File: src/rtl/sn3d_pkg.sv
// ============================================================================
// sn3d_pkg
// Shared types, constants and helper functions for the 3D simplex noise block.
// ============================================================================
package sn3d_pkg;

    localparam int COORD_FRAC_BITS_DEF = 16;
    localparam int QUEUE_DEPTH         = 4;
    localparam int QUEUE_AW            = $clog2(QUEUE_DEPTH);

    // Divide-by-three through a reciprocal: floor(u * RECIP3 / 2^33) is exact below 2^32.
    localparam logic [31:0] RECIP3    = 32'hAAAA_AAAB;
    localparam logic [31:0] DIV_BIAS  = 32'd1610612736;  // 3 * 2^29
    localparam logic [31:0] DIV_QBIAS = 32'd536870912;   // 2^29

    localparam logic [29:0] WEIGHT_Q30 = 30'd644245094;  // 0.6 in Q30

    typedef struct packed {
        logic [3:0]         grad;
        logic signed [31:0] nz;
        logic signed [31:0] ny;
        logic signed [31:0] nx;
    } corner_t;

    typedef corner_t [3:0] item_t;

    localparam logic [7:0] PERM [256] = '{
        8'd151, 8'd160, 8'd137, 8'd91,  8'd90,  8'd15,  8'd131, 8'd13,
        8'd201, 8'd95,  8'd96,  8'd53,  8'd194, 8'd233, 8'd7,   8'd225,
        8'd140, 8'd36,  8'd103, 8'd30,  8'd69,  8'd142, 8'd8,   8'd99,
        8'd37,  8'd240, 8'd21,  8'd10,  8'd23,  8'd190, 8'd6,   8'd148,
        8'd247, 8'd120, 8'd234, 8'd75,  8'd0,   8'd26,  8'd197, 8'd62,
        8'd94,  8'd252, 8'd219, 8'd203, 8'd117, 8'd35,  8'd11,  8'd32,
        8'd57,  8'd177, 8'd33,  8'd88,  8'd237, 8'd149, 8'd56,  8'd87,
        8'd174, 8'd20,  8'd125, 8'd136, 8'd171, 8'd168, 8'd68,  8'd175,
        8'd74,  8'd165, 8'd71,  8'd134, 8'd139, 8'd48,  8'd27,  8'd166,
        8'd77,  8'd146, 8'd158, 8'd231, 8'd83,  8'd111, 8'd229, 8'd122,
        8'd60,  8'd211, 8'd133, 8'd230, 8'd220, 8'd105, 8'd92,  8'd41,
        8'd55,  8'd46,  8'd245, 8'd40,  8'd244, 8'd102, 8'd143, 8'd54,
        8'd65,  8'd25,  8'd63,  8'd161, 8'd1,   8'd216, 8'd80,  8'd73,
        8'd209, 8'd76,  8'd132, 8'd187, 8'd208, 8'd89,  8'd18,  8'd169,
        8'd200, 8'd196, 8'd135, 8'd130, 8'd116, 8'd188, 8'd159, 8'd86,
        8'd164, 8'd100, 8'd109, 8'd198, 8'd173, 8'd186, 8'd3,   8'd64,
        8'd52,  8'd217, 8'd226, 8'd250, 8'd124, 8'd123, 8'd5,   8'd202,
        8'd38,  8'd147, 8'd118, 8'd126, 8'd255, 8'd82,  8'd85,  8'd212,
        8'd207, 8'd206, 8'd59,  8'd227, 8'd47,  8'd16,  8'd58,  8'd17,
        8'd182, 8'd189, 8'd28,  8'd42,  8'd223, 8'd183, 8'd170, 8'd213,
        8'd119, 8'd248, 8'd152, 8'd2,   8'd44,  8'd154, 8'd163, 8'd70,
        8'd221, 8'd153, 8'd101, 8'd155, 8'd167, 8'd43,  8'd172, 8'd9,
        8'd129, 8'd22,  8'd39,  8'd253, 8'd19,  8'd98,  8'd108, 8'd110,
        8'd79,  8'd113, 8'd224, 8'd232, 8'd178, 8'd185, 8'd112, 8'd104,
        8'd218, 8'd246, 8'd97,  8'd228, 8'd251, 8'd34,  8'd242, 8'd193,
        8'd238, 8'd210, 8'd144, 8'd12,  8'd191, 8'd179, 8'd162, 8'd241,
        8'd81,  8'd51,  8'd145, 8'd235, 8'd249, 8'd14,  8'd239, 8'd107,
        8'd49,  8'd192, 8'd214, 8'd31,  8'd181, 8'd199, 8'd106, 8'd157,
        8'd184, 8'd84,  8'd204, 8'd176, 8'd115, 8'd121, 8'd50,  8'd45,
        8'd127, 8'd4,   8'd150, 8'd254, 8'd138, 8'd236, 8'd205, 8'd93,
        8'd222, 8'd114, 8'd67,  8'd29,  8'd24,  8'd72,  8'd243, 8'd141,
        8'd128, 8'd195, 8'd78,  8'd66,  8'd215, 8'd61,  8'd156, 8'd180
    };

    function automatic logic [3:0] mod12(logic [7:0] h);
        logic [7:0] v;
        v = h;
        if (v >= 8'd192) v = v - 8'd192;
        if (v >= 8'd96)  v = v - 8'd96;
        if (v >= 8'd48)  v = v - 8'd48;
        if (v >= 8'd24)  v = v - 8'd24;
        if (v >= 8'd12)  v = v - 8'd12;
        return v[3:0];
    endfunction

    function automatic logic signed [33:0] grad_dot(logic [3:0] g, logic signed [31:0] a,
                                                    logic signed [31:0] b, logic signed [31:0] c);
        logic signed [33:0] xa;
        logic signed [33:0] xb;
        logic signed [33:0] xc;
        logic signed [33:0] d;
        xa = 34'(a);
        xb = 34'(b);
        xc = 34'(c);
        unique case (g)
            4'd0:    d =  xa + xb;
            4'd1:    d = -xa + xb;
            4'd2:    d =  xa - xb;
            4'd3:    d = -xa - xb;
            4'd4:    d =  xa + xc;
            4'd5:    d = -xa + xc;
            4'd6:    d =  xa - xc;
            4'd7:    d = -xa - xc;
            4'd8:    d =  xb + xc;
            4'd9:    d = -xb + xc;
            4'd10:   d =  xb - xc;
            4'd11:   d = -xb - xc;
            default: d = '0;
        endcase
        return d;
    endfunction

endpackage

File: src/rtl/sn3d_queue.sv
// ============================================================================
// sn3d_queue
// Short first-in first-out queue between the front and the back.
// ============================================================================
module sn3d_queue (
    input  logic             clk,
    input  logic             rst_n,
    input  logic             push_valid,
    output logic             push_ready,
    input  sn3d_pkg::item_t  push_item,
    output logic             pop_valid,
    input  logic             pop_ready,
    output sn3d_pkg::item_t  pop_item
);

    localparam int AW = sn3d_pkg::QUEUE_AW;

    sn3d_pkg::item_t mem [sn3d_pkg::QUEUE_DEPTH];
    logic [AW-1:0]   wr_reg;
    logic [AW-1:0]   wr_next;
    logic [AW-1:0]   rd_reg;
    logic [AW-1:0]   rd_next;
    logic [AW:0]     cnt_reg;
    logic [AW:0]     cnt_next;
    logic            do_push;
    logic            do_pop;

    assign push_ready = cnt_reg != (AW+1)'(sn3d_pkg::QUEUE_DEPTH);
    assign pop_valid  = cnt_reg != '0;
    assign pop_item   = mem[rd_reg];
    assign do_push    = push_valid && push_ready;
    assign do_pop     = pop_valid && pop_ready;

    always_comb
    begin
        wr_next  = wr_reg;
        rd_next  = rd_reg;
        cnt_next = cnt_reg;
        if (do_push)
        begin
            wr_next = (wr_reg == AW'(sn3d_pkg::QUEUE_DEPTH - 1)) ? '0 : wr_reg + 1'b1;
        end
        if (do_pop)
        begin
            rd_next = (rd_reg == AW'(sn3d_pkg::QUEUE_DEPTH - 1)) ? '0 : rd_reg + 1'b1;
        end
        if (do_push && !do_pop)
        begin
            cnt_next = cnt_reg + 1'b1;
        end
        else if (do_pop && !do_push)
        begin
            cnt_next = cnt_reg - 1'b1;
        end
    end

    always_ff @(posedge clk or negedge rst_n)
    begin
        if (!rst_n)
        begin
            wr_reg  <= '0;
            rd_reg  <= '0;
            cnt_reg <= '0;
        end
        else
        begin
            wr_reg  <= wr_next;
            rd_reg  <= rd_next;
            cnt_reg <= cnt_next;
        end
    end

    always_ff @(posedge clk)
    begin
        if (do_push)
        begin
            mem[wr_reg] <= push_item;
        end
    end

endmodule

File: config.mk
export PLATFORM = sky130hd
export DESIGN_NAME = sn3d_queue
export DESIGN_NICKNAME = d
export VERILOG_FILES = /design/src/rtl/sn3d_pkg.sv /design/src/rtl/sn3d_queue.sv
export SDC_FILE = /design/constraint.sdc
export NUM_CORES = 1
export LEC_CHECK = 0
export BUFFER_PORTS_ARGS = -buffer_cell sky130_fd_sc_hd__buf_2
export CAP_MARGIN = 25
export CORE_MARGIN = 5
export CORE_UTILIZATION = 61
export DETAILED_ROUTE_END_ITERATION = 6
export PLACE_DENSITY = 0.84
export SETUP_SLACK_MARGIN = 0.02
export SKIP_LAST_GASP = 1
export SYNTH_ARGS = -nofsm -noshare
export SYNTH_HDL_FRONTEND = slang
export SYNTH_SLANG_ARGS = --single-unit
File: constraint.sdc
create_clock -name clk -period 23.9 [get_ports clk]
set_input_delay 5.975 -clock clk [delete_from_list [all_inputs] [get_ports clk]]
set_output_delay 5.975 -clock clk [all_outputs]
set_load 0.05 [all_outputs]
==> run summary <==
Commonest cells post-synth: edfxtp_1, mux4_2, buf_2
final instance area: 0.0684 mm^2
Hold-fix buffers, CTS: 0
layout cells sized above 1: 46.0%
routability cong.: 0.823
Core Util, Final: 71.9%
DRT Pass-1 Iters: 6
ANT nets after route: 0
Layout area overhead: 16.9%
top-count cell post-synth: edfxtp_1
f_max: 91.2 MHz
routed wire length: 153 mm
synthesized net count: 2538
setup TNS: 0 ns
Post-Syn Area: 0.0585 mm^2
hold crit path type: reg -> reg
Seq/Total Area, Yosys: 82.4%
Reg area: 0.0482 mm^2
Via density: 6.37
CP Capture Type: output pin
initial core utilization: 61.5%
static leakage: 23.0 nW
global-route wire length before repair: 212 mm
Port Buffers: 805
CP dominant cell by count: buf_4
DP Area: 0.0634 mm^2
Finished Layout Cells: 4501
Post-layout nets: 3445
CP Data Arrival Time: 4.99 ns
CTS clk-pin slew, worst paths: 0.06 ns
crit path time final: 10.97 ns
Final setup viols: 0
vias in the first global route: 30299
Skew-Pair Late Insertion Delay: 0.76 ns
sequential fraction of design power: 38.4%
NetSw: 4.18 mW
synth unique cells: 20
top cell type by total area after synthesis: edfxtp_1
# H-tree levels: 4
max FFs per register: 1600
final worst-path cycle share: 45.9%
final hold violations: 0
Avg Inst Size Synth: 27.5 um^2
yosys warns: 0
WP data required: 17.93 ns
placed insts: 4140
Gate power share: 39.1%
Critical Path, Cell by Cell: buf_4, buf_4, buf_16, buf_12, mux4_2, buf_2
WS Path Type: reg -> out
Root Driver: clkbuf_16
Mapped Cells: 2127
Worst Tran Pin Value: 1.18 ns
clock network fraction of total power: 22.5%
fillcell total: 5003
die area: 0.102 mm^2
total track usage: 28.8%
total CTS buffers: 152
Post-synth EDFFs: 1600
initial antenna violation count: 79
Max Buffers Root-to-Sink: 3
GRT overflow: 0
CTS sink count: 1607
postcts setup bufs: 0
Pwr Density: 150 mW/mm^2
number of I/O pins: 806
drt wl/cell: 34.0 um
Design Power: 10.3 mW
post-CTS resize count: 0
Synth Flop Type: edfxtp_1
die width: 320 um
max_slew headroom: 21.6%
RSZ-0062 raised after global routing: no
Async SR Flop Fraction: 0.436%
peak supply drop: 0.133 mV
largest net degree at the start of global routing: 158
Synth top area share: 82.1%
CTS tree: yes
max_cap viols: 0
routed vias: 28661
dpl hpwl: 85.6 mm
DRC viols: 0
CP Max Fanout: 114
core area: 0.0952 mm^2
synthesis-stage register bit count: 1607
switching share of total power: 40.7%
multi-input logic area: 0.00926 mm^2
slowest stage delay, CP: 0.96 ns
Worst Setup Start Kind: flip-flop
crit path max-delay cell type: dfrtp_4
initial drt markers: 3480
P_int: 6.10 mW
status: complete, no violations
main area contributors after synthesis: edfxtp_1, mux4_2, buf_12, buf_2, dfrtp_1
Die Y: 320 um
clk_skew: 0.0284 ns
Placement Rows: 113
Final Max Slew Viols: 0
[metal layers]
metal | global-route usage (%) | wire length (um)
met1 | 33.8 | 47000
met5 | 0 | 179
met2 | 48.9 | 80900
met4 | 15.7 | 10100
met3 | 7.81 | 14900
[power groups by stage]
stage                     Clock [mW]  Combinational, mW  Sequential [mW]
after floorplan                    0               3.14             4.10
after global placement             0               3.89             3.90
after detailed placement           0               3.94             3.96
after CTS                       2.33               4.00             3.94
after global routing            2.48               4.13             3.97
final                           2.32               4.02             3.95
[logic make-up (layout without fill, tap and decap cells)]
kind of cell    count (synthesis)  after routing  share of synthesized area, %
compound gates                  1              1                        0.0128
xor+xnor                        3              3                        0.0449
fa+ha+maj                       7              7                         0.163
buf+inv                        93           1115                          1.79
flops                        1607           1607                          82.4
mux                           405            405                          15.5
other cells                     0             87                             0
simple gates                   11             11                        0.0919
[cell type report]
class	instances	area share, %
clock buffer	196	5.89
inverter	3	0.0165
tap	1265	2.31
timing repair buffer	843	6.51
clock inverter	73	0.947
antenna	87	0.318
multi-input combinational	427	13.5
sequential	1607	70.5
[stage by stage]
step	hold slack, ns	worst slack [ns]
6_report	0.542	12.93
5_1_grt	0.575	12.34
4_1_cts	0.539	12.44
3_5_place_dp	0.529	13.32
3_3_place_gp	0.496	13.37
2_1_floorplan	0.475	7.68
[worst max-delay path: cells and delay by family, from the launching register on]
family / cells / cell delay (ns)
buf+inv: 5 / 2.37
flops: 1 / 0.96
mux: 1 / 0.63
[path summary, 6_finish.rpt]
| path | startpoint | to | slack (ns) | cells after the start |
|---|---|---|---|---|
| worst max-delay path | rd_reg[0] | pop_item[101] | 12.93 | 6 |
| worst min-delay path | cnt_reg[2] | cnt_reg[2] | 0.54 | 1 |
| worst max register to register | cnt_reg[0] | mem[0][125] | 18.87 | 6 |
| worst min register to register | cnt_reg[2] | cnt_reg[2] | 0.54 | 1 |
| max in group asynchronous | rst_n | rd_reg[1] | 18.64 | 1 |
| min in group asynchronous | rst_n | cnt_reg[0] | 5.07 | 1 |
[placed cells by master, fill, tap and decap left out, drive strengths merged]
cell,n
a21boi,1
and2,4
buf,843
bufinv,7
clkbuf,196
clkinv,57
clkinvlp,3
dfrtp,7
diode,87
edfxtp,1600
fa,1
ha,6
inv,9
mux2,5
mux4,400
nand2,2
nor2,4
or3,1
xnor2,1
xor2,2
No activity file was read; power rests on OpenSTA's default activity.
